==> config.mk <==
export PLATFORM = sky130hd
export DESIGN_NAME = wrse_queue
export DESIGN_NICKNAME = d
export VERILOG_FILES = /design/src/rtl/wrse_queue.sv
export SDC_FILE = /design/constraint.sdc
export NUM_CORES = 1
export LEC_CHECK = 0
export ABC_CLOCK_PERIOD_IN_PS = 3500
export CAP_MARGIN = 15
export CORE_ASPECT_RATIO = 1.1
export CORE_MARGIN = 3
export CORE_UTILIZATION = 30
export CTS_BUF_LIST = sky130_fd_sc_hd__clkbuf_4 sky130_fd_sc_hd__clkbuf_8 sky130_fd_sc_hd__clkbuf_16
export DETAILED_ROUTE_END_ITERATION = 12
export DONT_BUFFER_PORTS = 1
export PLACE_DENSITY = 0.4
export REMOVE_ABC_BUFFERS = 1
export SYNTH_ARGS = -nofsm -noshare
export SYNTH_HDL_FRONTEND = slang
export SYNTH_SLANG_ARGS = --single-unit
==> constraint.sdc <==
create_clock -name clk -period 3.5 [get_ports clk]
set_clock_uncertainty 0.2 [all_clocks]
set_input_delay 0.175 -clock clk [delete_from_list [all_inputs] [get_ports clk]]
set_output_delay 0.175 -clock clk [all_outputs]
set_load 0.02 [all_outputs]
==> src/rtl/wrse_queue.sv <==
// two-entry queue between the front and back parts
`timescale 1ns / 1ps
module wrse_queue #(
    parameter int WIDTH = 8
) (
    input  logic             clk,
    input  logic             rst_n,
    input  logic             wr_en,
    input  logic [WIDTH-1:0] wr_data,
    output logic             q_full,
    input  logic             rd_en,
    output logic [WIDTH-1:0] rd_data,
    output logic             q_empty
);

    logic [WIDTH-1:0] slot_reg [2];
    logic             wr_ptr_reg;
    logic             rd_ptr_reg;
    logic [1:0]       count_reg;

    assign q_full  = (count_reg == 2'd2);
    assign q_empty = (count_reg == 2'd0);
    assign rd_data = slot_reg[rd_ptr_reg];

    always_ff @(posedge clk or negedge rst_n)
    begin
        if (!rst_n)
        begin
            wr_ptr_reg <= 1'b0;
            rd_ptr_reg <= 1'b0;
            count_reg  <= 2'd0;
        end
        else
        begin
            if (wr_en && !q_full)
            begin
                slot_reg[wr_ptr_reg] <= wr_data;
                wr_ptr_reg <= ~wr_ptr_reg;
            end
            if (rd_en && !q_empty)
            begin
                rd_ptr_reg <= ~rd_ptr_reg;
            end
            count_reg <= count_reg + 2'((wr_en && !q_full) ? 1 : 0)
                                   - 2'((rd_en && !q_empty) ? 1 : 0);
        end
    end

endmodule

== Word level (Yosys, flattened, before mapping) ==
Memory sizes are Yosys's and may differ from the RTL's.
Cells that the tools add are included.
Word-level totals
  word-level logic and storage cells: 19
  bits in writable memories: 16
  register bits after elaboration: 4
  memories kept: 1
  output and inout port bits: 10
  input bits: 12
Cells by class
  equality and inequality tests: 1
  add/subtract/negate cells: 2
  bitwise operators: 2
  mux-type cells: 4
  reductions and logical operators: 6
Memory list
  slot_reg: words 2, bits a word 8, read ports 1, clocked after Yosys merged registers in 0, write ports 1, line 16  | logic [WIDTH-1:0] slot_reg [2];
Operators by type and width (number)
  two-way mux 1 bit: 4
  logical AND 1 bit: 3
  adder 2 x 1 -> 2 bit: 1
  equality test 2 bit (second input constant): 1
  zero test 1 bit: 2
  zero test 2 bit: 1
  NOT 1 bit: 2
  subtractor 2 x 1 -> 2 bit: 1

== Longest topological paths before layout ==
Gate-level depths: netlist of the first run.
  word-level depth: 6
  gate-level depth with buffers: 7
  gate-level depth less buffers: 7

== Worst setup path after synthesis of the first run ==
No wires, ideal clock.
  kind: reg-to-reg
  from: reg count_reg[0]
  to: mem slot_reg[0][0], enable pin
  arrival: 1.259 ns
  buffers on the path: 0
  setup slack: 1.656 ns
  stages on the path, launching flop included: 4
  clock period less this slack: 1.844 ns
  library setup time: 0.385 ns
  required time: 2.915 ns
  cells stage by stage: dfrtp_1 > nand2b_2 > nand2_2 > nor3b_1
Between the ends
  word-level cells in the longest chain between the ends: 6
RTL lines
  start: declaration: line 19  | logic [1:0] count_reg;
  start signal: assignment: line 44  | count_reg <= count_reg + 2'((wr_en && !q_full) ? 1 : 0)
  equality test 2 bit: line 21  | assign q_full = (count_reg == 2'd2);
  zero test 1 bit: line 35  | if (wr_en && !q_full)
  logical AND 1 bit: line 35
  two-way mux 1 bit: line 35
  logical AND 1 bit (implied by the code): line 37  | slot_reg[wr_ptr_reg] <= wr_data;
  two-way mux 1 bit (implied by the code): line 37
  end: declaration: line 16
Every way passes these cells.

== Final worst setup path of the first run ==
  from: reg count_reg[1]
  to: reg count_reg[1]
Between the ends
  elaborated cells between the ends (all ways): 10
  those cells by class: add/sub: 2; eq/ne: 1; mux: 2; reduce/logical: 5
RTL lines
  zero test 2 bit: line 22  | assign q_empty = (count_reg == 2'd0);
  named net q_empty: line 13  | output logic q_empty
  zero test 1 bit: line 45  | - 2'((rd_en && !q_empty) ? 1 : 0);
  logical AND 1 bit: line 45
  two-way mux 1 bit: line 45
  subtractor 2 x 1 -> 2 bit: line 45
The timed path passes the listed nets, and every way through them passes these cells.
A chain may end at the register's enable or synchronous reset.

==> impl_metrics.ini, run 1 <==
[status]
status = finished clean

[synth]
synthCells = 43
synth_top_area_cell = edfxtp_1
yosys-top-cells-area = edfxtp_1 (61%), dfrtp_1 (13%), mux2_2 (11%)
avgSynthCellArea_um2 = 18.4
syn_area_um2 = 790
synth-warning-count = 0
ys_types = 14
synth_top_area_frac = 0.609
ys_ff_latch = 20
synth.yosys.seq_area_share = 0.735

[setup_path]
cp_max_fo = 3
arrival_ns = 2.00
startpoint_type = flip-flop
crit_chain = nor2_2, nor2b_2, ha_1, inv_1, ha_1, xnor2_1, xnor2_1
critPathMaxStageDelay_ns = 0.44
slowest_stage = dfrtp_1
cp.required_ns = 3.50
cp-end-kind = flip-flop
crit_type = flip-flop to flip-flop

[placed_design]
place_ws_ns = 1.51
dp_hpwl_um = 973
numPortBuffers = 0
gp_congestion = 0.664

[global_routing]
gr-total-overflow = 0
grt_pass1_vias = 435
gr-usage-all-layers = 0.0924
grt_max_degree = 12
antenna_found_initial = 0
grt_first_pass_wirelength_mm = 2.05

[timing]
finalCriticalPeriod_ns = 2.00
fmax_mhz = 500
finalSetupViolCount = 0
worst_pin_slew_ns = 0.601
drv_slew = 0
rsz0062_at_grt = false
max_slew_margin = 0.599
whs_ns = 0.0443
setup_ws_ns = 1.50
finalCritPeriodShare = 0.571
fin_setup_tns_ns = 0
hold_viol = 0

[floorplan]
num_rows = 18
die_area_um2 = 3280
die_h_um = 59.8
start_util = 0.334
ioPinCount = 22
die_width_um = 54.9
coreArea_um2 = 2360

[final_layout]
final_common_cell = edfxtp_1
most-common-layout-cells = edfxtp_1 (16), dlygate4sd3_1 (12), mux2_2 (8)
largest_reg_flops = 16
syn_to_final_growth_pct = 24.9
fin_nets = 74
antenna_cells = 0
layout-drive-gt1-share = 0.288

[route]
drc = 0
finalWirelength_mm = 1.30
drtIter0Drc = 6
wire_per_inst_um = 14.6
first_pass_iters = 3
via_per_inst = 4.42
via_count = 393
drt.antenna.violating_nets = 0

[clock_tree]
cts_tree = done
clock_latency_ns = 0.28
cts_setup_buffers = 0
clockRootBuffer = clkbuf_4
clkSinkCount = 20
cts_max_level = 1
cts_buffers = 3
cts.reportedPaths.clkPinSlew_ns = 0.10
clock_path_buffers = 2

[power]
powerDensity_nw_per_um2 = 724
p_leak_nw = 0.356
peakVddDrop_mv = 0.397

[min_path]
hp-class = input pin to flip-flop

[run]
cap_violations = 0
-- critical path: cells and delay by family (launching register included) --
kind,cells,cell delay [ns]
flops,1,0.44
simple gates,2,0.41
buf+inv,1,0.04
xor+xnor,2,0.36
fa+ha+maj,2,0.47
-- final cells by class --
cell class	instances	area (um2)
inverters	2	7.51
well taps	30	37.5
flip-flops and latches	20	581
repair buffers	13	128
multi-input cells	20	196
fillers	234	1380
clock buffers	4	36.3
-- per-layer routing --
layer	routed length (um)	GRT usage
met1	418	0.0819
met2	769	0.176
met3	108	0.0349
met4	0	0.0417
met5	0	0
-- synthesized netlist by cell type (all sizes together) --
master and instances:
nor3b 1, nand2b 1, xnor2 3, xor2 1
buf 1, ha 2, dfrtp 4, edfxtp 16
mux2 8, nor2 1, inv 2, nand2 1
and4 1, nor2b 1
-- metrics by stage --
step	cells	cell area, um2	utilization	power (mW)
after floorplan	42	785	-	0.538
after global placement	73	830	0.351	0.565
after detailed placement	73	830	0.351	0.587
after CTS	89	986	0.417	0.725
after global routing	89	986	0.417	0.757
final	89	986	0.417	0.714
-- repair_timing --
item                      CTS  global route
hold endpoints to repair   22             0
gates resized for setup     0             0
hold buffers               12             0
-- path summary, 6_finish.rpt --
path | start | to | slack, ns | cells after the start
min in group asynchronous | rst_n | count_reg[0] | 0.47 | 2
hold reg to reg | wr_ptr_reg | wr_ptr_reg | 0.33 | 1
setup / recovery | count_reg[1] | count_reg[1] | 1.50 | 7
max in group asynchronous | rst_n | rd_ptr_reg | 2.47 | 2
setup reg to reg | count_reg[1] | count_reg[1] | 1.50 | 7
hold / removal | rst_n | slot_reg[0][7] | 0.04 | 1
-- cells by family after synthesis --
logic type,count (synthesis),share of synthesized area
xor+xnor,4,0.0444
fa+ha+maj,2,0.0317
buf+inv,3,0.0158
flops,20,0.735
mux,8,0.114
simple gates,6,0.0587
-- report_power, final --
group	internal, mW	switching [mW]
Clock	0.0632	0.0601
Sequential	0.309	0.0457
Combinational	0.0982	0.138
Total	0.470	0.244
Power figures use the tool's default switching activity.
==> run 2, diff against run 1 <==
Settings changed: ABC_AREA set to 1, ABC_CLOCK_PERIOD_IN_PS 3500 to 1900.
Clock period 3.5 ns to 1.9 ns, I/O delays scaled along.
==> run 2 against run 1 <==
Compared with the run above: synthesized cell count is 79% higher; die area up 6.8%; final cell count is 43% higher; sequential power rose by 82%; power is 110% higher; largest power group unchanged.
==> impl_metrics.ini, run 2 <==
[power]
powerDensity_nw_per_um2 = 1410
peakVddDrop_mv = 0.840
p_leak_nw = 0.491

[final_layout]
largest_reg_flops = 16
layout-drive-gt1-share = 0.177
fillers = 255
most-common-layout-cells = nand2_1 (31), edfxtp_1 (16), dlygate4sd3_1 (12)
fin_nets = 111
final_common_cell = nand2_1
antenna_cells = 0
finish.utilization = 0.417
syn_to_final_growth_pct = 27.1

[clock_tree]
cts_tree = done
clock_latency_ns = 0.30
cts_setup_buffers = 0
cts_max_level = 1
clock_path_buffers = 2
clkSinkCount = 20
cts_buffers = 3
cts.reportedPaths.clkPinSlew_ns = 0.11
clockRootBuffer = clkbuf_4

[floorplan]
ioPinCount = 22
start_util = 0.328
num_rows = 19
die_width_um = 56.7
die_h_um = 61.8
coreArea_um2 = 2590
die_area_um2 = 3510

[synth]
synth-warning-count = 0
synth.yosys.seq_area_share = 0.683
yosys-top-cells-area = edfxtp_1 (57%), nand2_1 (14%), dfrtp_1 (12%)
synth-compound-area-share = 0
synth_top_family_by_area = simple AND/OR/NAND/NOR gates
synth_ff_type = edfxtp_1
synth_simple_gate_area_frac = 0.219
async_reset_ff_frac = 0.200
synth_edf_count = 16
synth_xor_area_frac = 0
synth_top_area_cell = edfxtp_1
synth_top_area_frac = 0.566
ys_ff_latch = 20
ys_types = 12
ys_top_cells_by_count = nand2_1 (31), edfxtp_1 (16), inv_1 (8)
synth.mux.area_fraction = 0
avgSynthCellArea_um2 = 11.0
synthCells = 77
syn_area_um2 = 850
synthAdderAreaFrac = 0.0295
synth.most_common_cell = nand2_1

[placed_design]
gp_congestion = 0.699
numPortBuffers = 0
dp_hpwl_mm = 1.07

[route]
wire_per_inst_um = 11.6
via_count = 546
drtIter0Drc = 11
finalWirelength_mm = 1.48
drt.antenna.violating_nets = 0
first_pass_iters = 4
drc = 0
via_per_inst = 4.30

[global_routing]
grt_pass1_vias = 562
gr-total-overflow = 0
gr-usage-all-layers = 0.0982
grt_max_degree = 13
antenna_found_initial = 0
grt_first_pass_wirelength_mm = 2.45

[timing]
drv_slew = 0
max_slew_margin = 0.693
finalSetupViolCount = 0
hold_viol = 0
worst_pin_slew_ns = 0.461
fmax_mhz = 623
finalCriticalPeriod_ns = 1.61
finalCritPeriodShare = 0.845
fin_setup_tns_ns = 0
rsz0062_at_grt = false

[setup_path]
startpoint_type = flip-flop
reg2reg_from = count_reg[1]
cp_num_buf_inv = 4
crit_type = flip-flop to flip-flop
cp-end-kind = flip-flop
slowest_stage = dfrtp_1
cp_common_cell = inv_1
arrival_ns = 1.61
cp.required_ns = 1.90
critPathMaxStageDelay_ns = 0.43
rr_endpoint = count_reg[1]
crit_chain = inv_2, nand2_4, nand2_2, inv_1, ha_1, inv_1, ha_1, inv_1, nand2_1, nand2_1
r2r_slack_ns = 0.29
ff2ff_path_depth = 10
cp_max_fo = 3
cp_top_family = adder cells

[min_path]
whs_path_depth = 3
hp-class = input pin to flip-flop
min_to = slot_reg[0][2]
min_from = rst_n

[run]
cap_violations = 0

[status]
status = finished clean
run 2: cell types whose count changed after synthesis, sizes merged:
cell	before	now
nor2b	1	0
xnor2	3	0
mux2	8	0
nand2b	1	0
nor3b	1	0
xor2	1	0
nand2	1	37
and4	1	0
nand3	0	4
inv	2	11
nor2	1	2
run 2: cells by family (layout without fill, tap and decap cells):
logic type               after synthesis  after routing
AND/OR/NAND/NOR                       43             43
flip-flops                            20             20
buffers and inverters                 12             31
adder cells (fa/ha/maj)                2              2
run 2: how the worst max path moves through the flow:
| stage | startpoint | end | cells after the start |
|---|---|---|---|
| 3_3_place_gp | count_reg[1] | count_reg[1] | 10 |
| 3_5_place_dp | count_reg[1] | count_reg[1] | 10 |
| 2_1_floorplan | count_reg[1] | slot_reg[0][0] | 3 |
| 6_report | count_reg[1] | count_reg[1] | 10 |
| 5_1_grt | count_reg[1] | count_reg[1] | 10 |
| 4_1_cts | count_reg[1] | count_reg[1] | 10 |
run 2: timing repair:
item	CTS	global route
gates resized for setup	0	0
hold buffers	12	0
hold endpoints to repair	22	0
run 2: power breakdown:
part           internal [mW]  total (mW)  switching, mW
sequential             0.565       0.645         0.0796
combinational          0.157       0.533          0.375
clock                  0.213       0.341          0.128
run 2: stage by stage:
stage | instances | area [um2] | setup slack [ns] | hold slack [ns] | power (mW)
finish | 127 | 1080 | 0.294 | 0.0129 | 1.52
global route | 127 | 1080 | 0.198 | 0.00419 | 1.64
CTS | 127 | 1080 | 0.282 | 0.00469 | 1.54
detailed placement | 111 | 907 | 0.302 | -0.400 | 1.18
global placement | 111 | 907 | 0.335 | -0.400 | 1.17
floorplan | 76 | 838 | 0.378 | -0.401 | 1.06
run 2: final cells by class:
type,instances,area (um2),area share
clock inverter,1,30.0,0.0278
timing repair buffer,16,150,0.139
clock buffer,3,22.5,0.0209
sequential,20,581,0.538
multi-input combinational,45,211,0.196
inverter,11,46.3,0.0429
tap,31,38.8,0.0359
run 2: layer usage:
layer	up-vias	routed length, um	global-route usage	share of wire
met5	-	0	0	0
met4	0	25	0.0695	0.017
met3	4	98	0.0310	0.066
met2	15	775	0.186	0.52
met1	245	579	0.0910	0.39
li1	282	-	-	-
run 2: worst min-delay path, stage by stage:
cell and delay, ns:
inv_1 0.05, nor2_1 0.06, buf_4 0.15
